===== config.mk =====
export PLATFORM = sky130hd
export DESIGN_NAME = bmf3_div
export DESIGN_NICKNAME = d
export VERILOG_FILES = /design/src/sv/bmf3_pkg.sv /design/src/sv/bmf3_div.sv
export SDC_FILE = /design/constraint.sdc
export NUM_CORES = 1
export LEC_CHECK = 0
export ABC_AREA = 1
export BUFFER_PORTS_ARGS = -buffer_cell sky130_fd_sc_hd__buf_2
export CAP_MARGIN = 5
export CELL_PAD_IN_SITES_DETAIL_PLACEMENT = 1
export CELL_PAD_IN_SITES_GLOBAL_PLACEMENT = 1
export CORE_MARGIN = 2
export CORE_UTILIZATION = 46
export CTS_CLUSTER_SIZE = 10
export DETAILED_ROUTE_END_ITERATION = 8
export GPL_ROUTABILITY_DRIVEN = 0
export PLACE_DENSITY = 0.85
export SLEW_MARGIN = 10
export SYNTH_ARGS = -nofsm -noshare
export SYNTH_HDL_FRONTEND = slang
export SYNTH_SLANG_ARGS = --single-unit
export TNS_END_PERCENT = 5

===== constraint.sdc =====
create_clock -name clock -period 7.7 [get_ports clock]
set_clock_uncertainty 0.05 [all_clocks]
set_input_delay 1.54 -clock clock [delete_from_list [all_inputs] [get_ports clock]]
set_output_delay 1.54 -clock clock [all_outputs]
set_load 0.005 [all_outputs]

===== src/sv/bmf3_pkg.sv =====
// ----------------------------------------------------------------------------
// bmf3_pkg: shared types and constants for the 3D box mean filter
// Field widths, volume limits, accumulator sizes and register indexes.
// ----------------------------------------------------------------------------
package bmf3_pkg;

   // Field widths
   localparam int COORD_W  = 6;
   localparam int VOXEL_W  = 8;
   localparam int SIZE_W   = 7;
   localparam int RADIUS_W = 5;

   // Volume limits
   localparam int MAX_WIDTH  = 64;
   localparam int MAX_HEIGHT = 64;
   localparam int MAX_DEPTH  = 64;
   localparam int MAX_RADIUS = 31;

   // Store address is {z, y, x}
   localparam int ADDR_W = 3 * COORD_W;

   // Accumulators: count up to 64^3, sum up to 255 * 64^3
   localparam int CNT_W      = 19;
   localparam int SUM_W      = 26;
   localparam int DIVIDEND_W = SUM_W + 1;
   localparam int DIVISOR_W  = CNT_W + 1;
   localparam int QUO_W      = 8;
   localparam int STEP_W     = 3;

   // Configuration port
   localparam int CSR_INDEX_W = 2;
   localparam int CSR_DATA_W  = 7;

   localparam logic [CSR_INDEX_W-1:0] CSR_RADIUS       = 2'd0;
   localparam logic [CSR_INDEX_W-1:0] CSR_IMAGE_WIDTH  = 2'd1;
   localparam logic [CSR_INDEX_W-1:0] CSR_IMAGE_HEIGHT = 2'd2;
   localparam logic [CSR_INDEX_W-1:0] CSR_IMAGE_DEPTH  = 2'd3;

   // Item function codes
   localparam logic FUNC_WRITE = 1'b0;
   localparam logic FUNC_QUERY = 1'b1;

   // Result status codes
   localparam logic STATUS_OK     = 1'b0;
   localparam logic STATUS_BOUNDS = 1'b1;

   // Divider request
   typedef struct packed {
      logic                  start;
      logic [DIVIDEND_W-1:0] dividend;
      logic [DIVISOR_W-1:0]  divisor;
   } div_req_type;

endpackage


===== src/sv/bmf3_div.sv =====
// ----------------------------------------------------------------------------
// bmf3_div: restoring divider for the rounded mean
// Produces one quotient bit per cycle, eight bits per division. The
// quotient is known to stay below 256, so only the low eight bits are formed.
// ----------------------------------------------------------------------------
module bmf3_div (
   input  logic                         clock,
   input  logic                         reset,
   input  bmf3_pkg::div_req_type        div_req,
   output logic                         div_done,
   output logic [bmf3_pkg::QUO_W-1:0]   div_quotient
);

   logic                              busy_ff;
   logic                              done_ff;
   logic [bmf3_pkg::STEP_W-1:0]       step_ff;
   logic [bmf3_pkg::DIVIDEND_W-1:0]   rem_ff;
   logic [bmf3_pkg::DIVISOR_W-1:0]    den_ff;
   logic [bmf3_pkg::QUO_W-1:0]        quo_ff;
   logic [bmf3_pkg::DIVIDEND_W-1:0]   trial;
   logic                              fits;

   // Shifted divisor for the current quotient bit
   assign trial = bmf3_pkg::DIVIDEND_W'(den_ff) << step_ff;
   assign fits  = (rem_ff >= trial);

   // Control: run for one pass of the step counter, pulse done at the end
   always_ff @(posedge clock) begin
      if (reset) begin
         busy_ff <= 1'b0;
         done_ff <= 1'b0;
      end else begin
         done_ff <= 1'b0;
         if (div_req.start) begin
            busy_ff <= 1'b1;
         end else if (busy_ff && (step_ff == '0)) begin
            busy_ff <= 1'b0;
            done_ff <= 1'b1;
         end
      end
   end

   // Datapath: load operands, then subtract where the shifted divisor fits
   always_ff @(posedge clock) begin
      if (div_req.start) begin
         rem_ff  <= div_req.dividend;
         den_ff  <= div_req.divisor;
         step_ff <= '1;
         quo_ff  <= '0;
      end else if (busy_ff) begin
         if (fits) begin
            rem_ff          <= rem_ff - trial;
            quo_ff[step_ff] <= 1'b1;
         end
         step_ff <= step_ff - 1'b1;
      end
   end

   assign div_done     = done_ff;
   assign div_quotient = quo_ff;

endmodule

# Yosys cells after proc, flatten, opt, wreduce, memory -nomap -nowiden
# Cells that the tools add are included.
# classes
n_div	0
n_mux	8
add_sub_neg	2
multipliers	0
shifts	1
bitwise_logic	1
n_reduce_logical	9
n_eq_ne	0
order_cmp	3
# op_table
op	count
27-bit two-way mux	3
27-bit >= comparator	1
20-bit by 3-bit left shift with 27-bit output	1
27-bit subtractor	1
8-bit OR	1
2-bit nonzero test	3
3-bit by 4-bit < comparator with 1-bit output (second input constant)	1
1-bit two-way mux	4
2-bit AND reduction	2
1-bit demux with 3-bit select	1
3-bit by 1-bit >= comparator with 1-bit output (second input constant)	1
3-bit zero test	1
3-bit by 1-bit subtractor with 3-bit output (second input constant)	1
1-bit logical AND	2
2-bit OR reduction	1
# totals
register_bits	60
inputBits	50
romBits	0
output_inout_bits	9
wordCells	30
latchBits	0
ramBits	0
memories	0

# Longest topological paths before layout
# Gate-level depths: netlist of the first run.
# depth
word_depth	5
ltp_mapped	21
ltp_nobuf	20

# Worst setup path before layout of the first run
# OpenSTA, ideal clock, no wires.
# synth_timing
path_type	reg2reg
startpoint	register step_ff[0] (netlist name)
endpoint	register rem_ff[0] (netlist name) (enable)
arrival_ps	2695
stages_incl_launch_ff	18
path_buffers	2
slack_ps	4510
required_ps	7205
synth_period_minus_slack_ps	3190
setup_ps	445
cell_sequence	dfxtp_1 -> buf_4 -> clkinv_1 -> buf_2 -> nand2_1 -> nand2_1 -> nand2_1 -> o21ai_0 -> o21ai_0 -> ha_1 -> nand2_1 -> inv_1 -> a21oi_2 -> nand3_2 -> nand2_1 -> nand3_4 -> nand2_1 -> nand2_1
# synth_between
elab_chain_cells	4
# synth_lines
item	line_no	source
from (decl)	bmf3_div.sv:16	logic [bmf3_pkg::STEP_W-1:0] step_ff;
from (signal assigned)	bmf3_div.sv:55	step_ff <= step_ff - 1'b1;
20-bit by 3-bit left shift with 27-bit output	bmf3_div.sv:24	assign trial = bmf3_pkg::DIVIDEND_W'(den_ff) << step_ff;
27-bit >= comparator	bmf3_div.sv:25	assign fits = (rem_ff >= trial);
2-bit nonzero test (no source line)	n/a	
2-bit AND reduction (no source line)	n/a	
to (signal assigned)	bmf3_div.sv:46	rem_ff <= div_req.dividend;
to (signal assigned)	bmf3_div.sv:52	rem_ff <= rem_ff - trial;
to (decl)	bmf3_div.sv:17	logic [bmf3_pkg::DIVIDEND_W-1:0] rem_ff;
# No other way between the ends.
# A chain may end at the register's enable or synchronous reset.

# Final worst setup path of the first run
# layout_timing
startpoint	register step_ff[0] (netlist name)
endpoint	register rem_ff[13] (netlist name) (enable)
# Same word-level chain as after synthesis.

==> results of run 1 <==
-- layout make-up --
cell class	count	share of cell area, %
clock inverters	2	0.210
inverters	77	5.40
well taps	136	3.18
clock buffers	14	3.84
repair buffers	60	5.71
flip-flops and latches	60	31.2
multi-input cells	529	50.4
-- worst paths after layout --
kind | startpoint | end | slack, ns | cells past startpoint
worst min-delay path | div_quotient[7] | div_quotient[7] | 0.40 | 2
worst min register to register | div_quotient[7] | div_quotient[7] | 0.40 | 2
worst max-delay path | step_ff[0] | rem_ff[13] | 3.15 | 15
worst max register to register | step_ff[0] | rem_ff[13] | 3.15 | 15
-- sequential cells by signal, summed over array words and instances, names as in the netlist --
register / cells
busy_ff: 1
den_ff: 20
div_done: 1
div_quotient: 8
rem_ff: 27
step_ff: 3
-- kinds of logic (layout without fill, tap and decap cells) --
kind of cell / count (synthesis) / after routing / share of synthesized area (%)
multiplexers: 5 / 5 / 1.05
buffers and inverters: 97 / 153 / 8.23
XOR/XNOR: 8 / 8 / 1.47
AO/OA/AOI/OAI: 100 / 100 / 10.8
flip-flops: 60 / 60 / 35.1
AND/OR/NAND/NOR: 386 / 386 / 35.3
adder cells (fa/ha/maj): 30 / 30 / 8.04
-- through the flow --
step / instance area, um2 / util, % / setup slack, ns
2_1_floorplan: 4760 / - / 4.51
4_1_cts: 5350 / 52.5 / 3.14
5_1_grt: 5350 / 52.5 / 2.69
3_3_place_gp: 5130 / 50.4 / 3.45
6_report: 5350 / 52.5 / 3.15
3_5_place_dp: 5130 / 50.4 / 3.22
-- placed cells by master, fill, tap and decap left out, drive strengths merged --
master and instances:
nand2 261, inv 76, buf 60, o21ai 58, nand3 56, edfxtp 47
nor2 45, a21oi 37, ha 29, clkbuf 14, dfxtp 13, nand4 7
xnor2 7, or2 7, mux2i 5, nor3 5, clkinv 3, nor4 2
and2 2, o22ai 1, a31oi 1, o21bai 1, a21o 1, nand3b 1
o211ai 1, xor2 1, fa 1
-- routing by layer --
metal | wire length [um] | GRT usage (%)
met3 | 741 | 4.08
met1 | 6060 | 33.0
met4 | 464 | 11.8
met2 | 7360 | 47.2
met5 | 0 | 0
-- worst max-delay path: cells and delay by family (launching register included) --
| kind | cells | cell delay (ns) |
|---|---|---|
| buffers and inverters | 2 | 1.11 |
| AOI/OAI and AO/OA | 3 | 0.65 |
| and+or+nand+nor | 9 | 1.09 |
| adders and majority gates | 1 | 0.42 |
| DFF | 1 | 0.89 |
-- where the power goes --
part | internal, mW | total [mW] | switching (mW)
clock | 0.174 | 0.315 | 0.141
combinational | 0.263 | 0.789 | 0.526
sequential | 0.421 | 0.455 | 0.0340
==> impl_metrics.env, run 1 <==
export IMPL_status="complete, no violations"
export IMPL_synth_edf_count=47
export IMPL_rsz0062_at_grt="no"
export IMPL_dp_hpwl_mm=11.0
export IMPL_crit_arrival_ns=4.51
export IMPL_cts_tree="built"
export IMPL_syn_inst=686
export IMPL_slew_headroom_pct=41.3
export IMPL_vias_per_cell=5.34
export IMPL_drive_above_1_share_pct=15.0
export IMPL_synth_area_um2=4760
export IMPL_hold_viol=0
export IMPL_multi_input_area_um2=2700
export IMPL_syn_area_per_cell_um2=6.94
export IMPL_finalPower_mw=1.56
export IMPL_cts_buffers=9
export IMPL_synth_area_leaders="edfxtp_1, nand2_1, ha_1"
export IMPL_post_drt_wl_per_cell_um=16.7
export IMPL_synth_seq_cells=60
export IMPL_antenna_cells=0
export IMPL_ys_seq_area_share_pct=35.1
export IMPL_seq_area_um2=1670
export IMPL_yosysTopAreaCell="edfxtp_1"
export IMPL_async_reset_ff_share_pct=0
export IMPL_finalSetupViolations=0
export IMPL_synth_warnings=0
export IMPL_coreArea_um2=10200
export IMPL_cts_resized=0
export IMPL_cts_root_buf="clkbuf_8"
export IMPL_period_share_pct=59.1
export IMPL_clock_fmax_mhz=220
export IMPL_syn_nets=766
export IMPL_maxCapViolations=0
export IMPL_hp_class="reg2reg"
export IMPL_setup_tns_ns=0
export IMPL_grtUsageTotal_pct=27.1
export IMPL_fillers=1395
export IMPL_period_needed_ns=4.55
export IMPL_cp_common_cell="nand2_1"
export IMPL_antenna_found_initial=0
export IMPL_detail_route_antenna_nets=0
export IMPL_cp_max_fo=27
export IMPL_areaGrowthSynthToFinish_pct=12.4
export IMPL_nets=817
export IMPL_cts_buffer_depth=2
export IMPL_port_buffers=58
export IMPL_hold_worst_slack_ns=0.400
export IMPL_grt_pass1_vias=4826
export IMPL_fp_dieH_um=106
export IMPL_slew_violations=0
export IMPL_yosys_top_cells_count="nand2_1, inv_1, o21ai_0"
export IMPL_required_ns=7.66
export IMPL_drt_iter0_markers=220
export IMPL_grt_pass1_wl_mm=23.7
export IMPL_synth_top_area_share_pct=29.6
export IMPL_crit_path_max_incr_delay_ns=0.89
export IMPL_crit_path_start_kind="register"
export IMPL_boundaryPins=59
export IMPL_drt_total_wl_mm=14.6
export IMPL_rows=37
export IMPL_yosysMostFrequentCell="nand2_1"
export IMPL_cts_setup_buffers=0
export IMPL_power_density_nw_per_um2=291
export IMPL_via_count=4692
export IMPL_grt_max_degree=69
export IMPL_clkLatencyLatePin_ns=0.36
export IMPL_cp_end_kind="register"
export IMPL_die_area_um2=11200
export IMPL_crit_chain="clkinv_1, o21ai_0, o21ai_0, nand2_1, o21ai_0, ha_1, nand2_1, nor2_1, nand3_1, nand3_2, nand2_1, nand3_4, nand2_1, nand2_1, buf_4"
export IMPL_irDropWorstVdd_uv=129
export IMPL_route_detailed_drc=0
export IMPL_ys_types=39
export IMPL_path_clk_slew_ns=0.07
export IMPL_initial_core_util_pct=46.7
export IMPL_drt_first_pass_iters=5
export IMPL_grt_ovfl_total=0
export IMPL_synth_flop_cell="edfxtp_1"
export IMPL_hold_buffers=0
export IMPL_dp_cells=862
export IMPL_p_leak_nw=2.57
export IMPL_cts_sinks=60
export IMPL_die_x_um=106
export IMPL_crit_slowest_cell="dfxtp_1"
export IMPL_crit_type="reg2reg"
export IMPL_final_cells=878
export IMPL_htree_num_levels=3
export IMPL_worstMarginPinSlew_ns=0.880
(Power assumes the default switching activity.)
==> run 2: changes to the inputs <==
--- a/config.mk
+++ b/config.mk
@@ -11,11 +11,11 @@
 export CELL_PAD_IN_SITES_DETAIL_PLACEMENT = 1
 export CELL_PAD_IN_SITES_GLOBAL_PLACEMENT = 1
 export CORE_MARGIN = 2
-export CORE_UTILIZATION = 46
+export CORE_UTILIZATION = 38
 export CTS_CLUSTER_SIZE = 10
 export DETAILED_ROUTE_END_ITERATION = 8
 export GPL_ROUTABILITY_DRIVEN = 0
-export PLACE_DENSITY = 0.85
+export PLACE_DENSITY = 0.75
 export SLEW_MARGIN = 10
 export SYNTH_ARGS = -nofsm -noshare
 export SYNTH_HDL_FRONTEND = slang
==> constraint.sdc (replaced) <==
create_clock -name clock -period 4 [get_ports clock]
set_clock_uncertainty 0.05 [all_clocks]
set_input_delay 0.8 -clock clock [delete_from_list [all_inputs] [get_ports clock]]
set_output_delay 0.8 -clock clock [all_outputs]
set_load 0.005 [all_outputs]
==> run 2 against run 1 <==
Compared with the run above: register-to-register slack lost 2.6 ns; sequential power grew 89%; non-clock buffer count grew 7; total power grew 110%; global-route usage shrank 3.6 points; sequential share of layout area shrank 1.0 points; wire length grew 1.7%; worst hold slack lost 0.0061 ns; critical endpoint is now rem_ff[14].
==> impl_metrics.env, run 2 (synthesis results as in run 1) <==
export IMPL_cts_root_buf="clkbuf_16"
export IMPL_drt_first_pass_iters=4
export IMPL_setup_tns_ns=0
export IMPL_hold_viol=0
export IMPL_irDropWorstVdd_uv=309
export IMPL_period_needed_ns=3.40
export IMPL_required_ns=3.98
export IMPL_crit_arrival_ns=3.38
export IMPL_cts_resized=0
export IMPL_power_density_nw_per_um2=578
export IMPL_largest_register="rem_ff"
export IMPL_hold_buffers=0
export IMPL_grt_pass1_vias=4755
export IMPL_die_x_um=116
export IMPL_clkLatencyLatePin_ns=0.35
export IMPL_die_area_um2=13400
export IMPL_layout_commonest_cell="nand2_1"
export IMPL_layout_common_cells="nand2_1, inv_1, buf_2"
export IMPL_maxCapViolations=0
export IMPL_crit_path_max_incr_delay_ns=0.51
export IMPL_largest_register_ffs=27
export IMPL_p_sw_mw=1.37
export IMPL_multi_input_area_um2=2700
export IMPL_crit_type="reg2reg"
export IMPL_crit_path_start_kind="register"
export IMPL_switching_share_pct=42.7
export IMPL_antenna_cells=0
export IMPL_drive_above_1_share_pct=15.6
export IMPL_fp_dieH_um=116
export IMPL_grt_max_degree=68
export IMPL_finalSetupViolations=0
export IMPL_fillers=1623
export IMPL_grt_pass1_wl_mm=23.9
export IMPL_boundaryPins=59
export IMPL_initial_core_util_pct=39.3
export IMPL_finalPower_mw=3.20
export IMPL_nets=824
export IMPL_post_drt_wl_per_cell_um=16.2
export IMPL_antenna_found_initial=0
export IMPL_cts_tree="built"
export IMPL_clock_fmax_mhz=294
export IMPL_seq_area_um2=1670
export IMPL_drt_total_wl_mm=14.9
export IMPL_htree_num_levels=3
export IMPL_cp_end_kind="register"
export IMPL_rsz0062_at_grt="no"
export IMPL_dp_hpwl_mm=11.7
export IMPL_port_buffers=58
export IMPL_route_detailed_drc=0
export IMPL_vias_per_cell=5.08
export IMPL_slew_headroom_pct=53.1
export IMPL_via_count=4659
export IMPL_status="complete, no violations"
export IMPL_p_clk_share_pct=25.2
export IMPL_crit_slowest_cell="inv_1"
export IMPL_rows=40
export IMPL_path_clk_slew_ns=0.05
export IMPL_cts_buffer_depth=2
export IMPL_power_frac_seq_pct=26.9
export IMPL_cp_max_fo=26
export IMPL_detail_route_antenna_nets=0
export IMPL_coreArea_um2=12100
export IMPL_power_frac_comb_pct=47.9
export IMPL_hp_class="reg2reg"
export IMPL_grt_ovfl_total=0
export IMPL_areaGrowthSynthToFinish_pct=16.2
export IMPL_cp_common_cell="nand2_1"
export IMPL_slew_violations=0
export IMPL_cts_buffers=9
export IMPL_grtUsageTotal_pct=23.4
export IMPL_worstMarginPinSlew_ns=0.704
export IMPL_p_int_mw=1.83
export IMPL_period_share_pct=85.1
export IMPL_p_leak_nw=2.64
export IMPL_crit_chain="inv_1, o21ai_0, nand2_1, o21ai_0, ha_1, nand2_2, nor2_2, nand2_2, nor2_2, nand2_1, nand2_2, nor2_2, nand3_4, nand2_1, nand2_1, buf_4"
export IMPL_cts_setup_buffers=0
export IMPL_cts_sinks=60
export IMPL_drt_iter0_markers=219
==> run 2: cell types whose count changed in the layout (fill, tap and decap cells not counted) <==
| cell | previous run | this run |
|---|---|---|
| clkbuf_8 | 11 | 1 |
| clkinv_1 | 2 | 3 |
| buf_4 | 2 | 9 |
| clkbuf_16 | 2 | 11 |
==> run 2: power by group through the flow <==
stage	registers, mW	logic, mW	clock network (mW)
floorplan	0.848	1.11	0
global placement	0.870	1.45	0
detailed placement	0.874	1.50	0
CTS	0.862	1.53	0.820
global route	0.868	1.73	0.850
finish	0.862	1.53	0.806
==> run 2: worst paths after layout <==
| kind | end | depth (start not counted) | slack (ns) | start |
|---|---|---|---|---|
| setup / recovery | rem_ff[14] | 16 | 0.60 | step_ff[1] |
| hold reg to reg | div_quotient[5] | 2 | 0.39 | div_quotient[5] |
| hold / removal | div_quotient[5] | 2 | 0.39 | div_quotient[5] |
| setup reg to reg | rem_ff[14] | 16 | 0.60 | step_ff[1] |
==> run 2: per-stage QoR <==
stage | setup slack [ns] | instances | hold slack (ns) | instance area, um2 | utilization, %
4_1_cts | 0.605 | 917 | 0.395 | 5530 | 45.7
3_3_place_gp | 0.695 | 901 | 0.385 | 5230 | 43.2
5_1_grt | 0.325 | 917 | 0.412 | 5530 | 45.7
6_report | 0.596 | 917 | 0.394 | 5530 | 45.7
3_5_place_dp | 0.603 | 901 | 0.387 | 5230 | 43.2
2_1_floorplan | 0.810 | 686 | 0.397 | 4760 | -
==> run 2: worst max-delay path: cells and delay by family (launching register included) <==
family | cells | cell delay (ns)
AO/OA/AOI/OAI | 2 | 0.44
flip-flops | 1 | 0.31
adder cells (fa/ha/maj) | 1 | 0.44
buffers and inverters | 2 | 0.79
AND/OR/NAND/NOR | 11 | 1.05
==> run 2: cell type report <==
type	count	area share, %
Clock buffer	13	5.29
Clock inverter	3	0.271
Inverter	77	5.22
Multi-Input combinational cell	529	48.7
Sequential cell	60	30.2
Tap cell	168	3.80
Timing Repair Buffer	67	6.47
==> run 2: per-layer routing <==
layer / share of wire (%) / up-vias / global-route usage, %
met2: 48 / 81 / 39.3
met5: 0 / - / 0
met1: 47 / 2191 / 30.4
li1: - / 2360 / -
met4: 2.2 / 0 / 8.49
met3: 3.0 / 27 / 4.08
==> run 3: changes to the inputs <==
--- a/config.mk
+++ b/config.mk
@@ -6,13 +6,13 @@
 export NUM_CORES = 1
 export LEC_CHECK = 0
 export ABC_AREA = 1
-export BUFFER_PORTS_ARGS = -buffer_cell sky130_fd_sc_hd__buf_2
+export BUFFER_PORTS_ARGS = -buffer_cell sky130_fd_sc_hd__buf_4
 export CAP_MARGIN = 5
 export CELL_PAD_IN_SITES_DETAIL_PLACEMENT = 1
 export CELL_PAD_IN_SITES_GLOBAL_PLACEMENT = 1
 export CORE_MARGIN = 2
 export CORE_UTILIZATION = 38
-export CTS_CLUSTER_SIZE = 10
+export CTS_CLUSTER_SIZE = 28
 export DETAILED_ROUTE_END_ITERATION = 8
 export GPL_ROUTABILITY_DRIVEN = 0
 export PLACE_DENSITY = 0.75
==> run 3 against run 2 <==
Compared with the run above: sequential share of layout area decreased by 0.65 points; cell count unchanged; final area increased by 2.2%; count of clock-buffer cells in the layout decreased by 3; sequential cell count unchanged; critical path type unchanged; largest cell class unchanged.
==> impl_metrics.env, run 3 (synthesis results as in run 1) <==
export IMPL_status="complete, no violations"
export IMPL_hp_start="div_quotient[7]"
export IMPL_hold_worst_slack_ns=0.401
export IMPL_maxCapViolations=0
export IMPL_crit_type="reg2reg"
export IMPL_die_x_um=116
export IMPL_dp_hpwl_mm=11.6
export IMPL_crit_path_max_incr_delay_ns=0.49
export IMPL_worstMarginPinSlew_ns=0.696
export IMPL_clkLatencyLatePin_ns=0.35
export IMPL_clock_fmax_mhz=295
export IMPL_pre_cts_ws_ns=0.571
export IMPL_startpoint="step_ff[1]"
export IMPL_setup_tns_ns=0
export IMPL_post_drt_wl_per_cell_um=15.7
export IMPL_cts_setup_buffers=0
export IMPL_dp_cells=901
export IMPL_r2r_start="step_ff[1]"
export IMPL_period_share_pct=84.9
export IMPL_cp_common_cell="nand2_1"
export IMPL_hp_class="reg2reg"
export IMPL_grt_pass1_vias=4766
export IMPL_power_density_nw_per_um2=558
export IMPL_fp_dieH_um=116
export IMPL_port_buffers=58
export IMPL_crit_path_start_kind="register"
export IMPL_drt_total_wl_mm=14.4
export IMPL_drt_iter0_markers=181
export IMPL_final_cells=917
export IMPL_p_leak_nw=2.67
export IMPL_required_ns=3.98
export IMPL_grt_ovfl_total=0
export IMPL_slew_headroom_pct=53.6
export IMPL_nets=824
export IMPL_initial_core_util_pct=39.3
export IMPL_via_count=4640
export IMPL_cp_max_fo=26
export IMPL_cts_buffers=9
export IMPL_crit_slowest_cell="inv_1"
export IMPL_grtUsageTotal_pct=22.9
export IMPL_htree_num_levels=3
export IMPL_path_clk_slew_ns=0.05
export IMPL_cts_root_buf="clkbuf_16"
export IMPL_coreArea_um2=12100
export IMPL_rsz0062_at_grt="no"
export IMPL_layout_common_cells="nand2_1, inv_1, buf_4"
export IMPL_layout_commonest_cell="nand2_1"
export IMPL_slew_violations=0
export IMPL_largest_register="rem_ff"
export IMPL_cts_sinks=60
export IMPL_largest_register_ffs=27
export IMPL_rows=40
export IMPL_fin_ws_ns=0.605
export IMPL_boundaryPins=59
export IMPL_antenna_cells=0
export IMPL_finalSetupViolations=0
export IMPL_areaGrowthSynthToFinish_pct=18.8
export IMPL_drive_above_1_share_pct=15.5
export IMPL_cts_tree="built"
export IMPL_die_area_um2=13400
export IMPL_drt_first_pass_iters=4
export IMPL_cp_top_family="simple AND/OR/NAND/NOR gates"
export IMPL_route_detailed_drc=0
export IMPL_fillers=1583
export IMPL_multi_input_area_um2=2700
export IMPL_vias_per_cell=5.06
export IMPL_crit_chain="inv_1, o21ai_0, o21ai_0, inv_1, ha_1, nand2_1, nor2_1, nand2_1, nor2_2, nand2_1, nand2_2, nor2_2, nand3_4, nand2_1, nand2_1, buf_4"
export IMPL_cts_buffer_depth=2
export IMPL_irDropWorstVdd_uv=249
export IMPL_cp_end_kind="register"
export IMPL_detail_route_antenna_nets=0
export IMPL_crit_arrival_ns=3.38
export IMPL_cts_resized=0
export IMPL_critPathBufInv=3
export IMPL_hold_viol=0
export IMPL_antenna_found_initial=0
export IMPL_period_needed_ns=3.39
export IMPL_seq_area_um2=1670
export IMPL_grt_pass1_wl_mm=23.7
export IMPL_grt_max_degree=68
export IMPL_hold_buffers=0
[run 3: cell types whose count changed in the layout (fill, tap and decap cells not counted), sizes merged]
cell and delta:
bufinv +1, clkinvlp +1, clkbuf -3, inv -1
clkinv +2
[run 3: area by class of cell]
| class | instances | area share, % |
|---|---|---|
| Clock inverter | 6 | 0.973 |
| Timing Repair Buffer | 67 | 8.89 |
| Clock buffer | 10 | 4.05 |
| Multi-Input combinational cell | 529 | 47.7 |
| Inverter | 77 | 5.11 |
| Sequential cell | 60 | 29.6 |
| Tap cell | 168 | 3.72 |
[run 3: worst paths after layout]
kind | cells past startpoint | slack, ns | endpoint
setup / recovery | 16 | 0.61 | rem_ff[2]
setup reg to reg | 16 | 0.61 | rem_ff[2]
hold / removal | 2 | 0.40 | div_quotient[7]
hold reg to reg | 2 | 0.40 | div_quotient[7]
[run 3: power by group]
group | internal (mW) | leakage (nW) | switching, mW
Sequential | 0.811 | 0.573 | 0.0511
Clock | 0.475 | 0.137 | 0.294
Combinational | 0.527 | 1.96 | 1.00
[run 3: worst min-delay path, cell delays in order (launching register included)]
cell and delay [ns]:
dfxtp_1 0.30, inv_1 0.05, a21oi_1 0.05
[run 3: metal layers]
metal | share of wire (%) | vias up | GRT usage [%] | wire length (um)
li1 | - | 2366 | - | -
met1 | 46 | 2167 | 29.0 | 6620
met2 | 48 | 79 | 38.8 | 6940
met3 | 2.7 | 28 | 3.71 | 384
met4 | 3.2 | 0 | 10.2 | 455
met5 | 0 | - | 0 | 0
[run 3: through the flow]
stage                     cell area [um2]  util [%]  power, mW
after floorplan                      4760         -       1.96
after global placement               5370      44.3       2.35
after detailed placement             5370      44.3       2.39
after CTS                            5660      46.7       3.18
after global routing                 5660      46.7       3.41
final                                5660      46.7       3.16
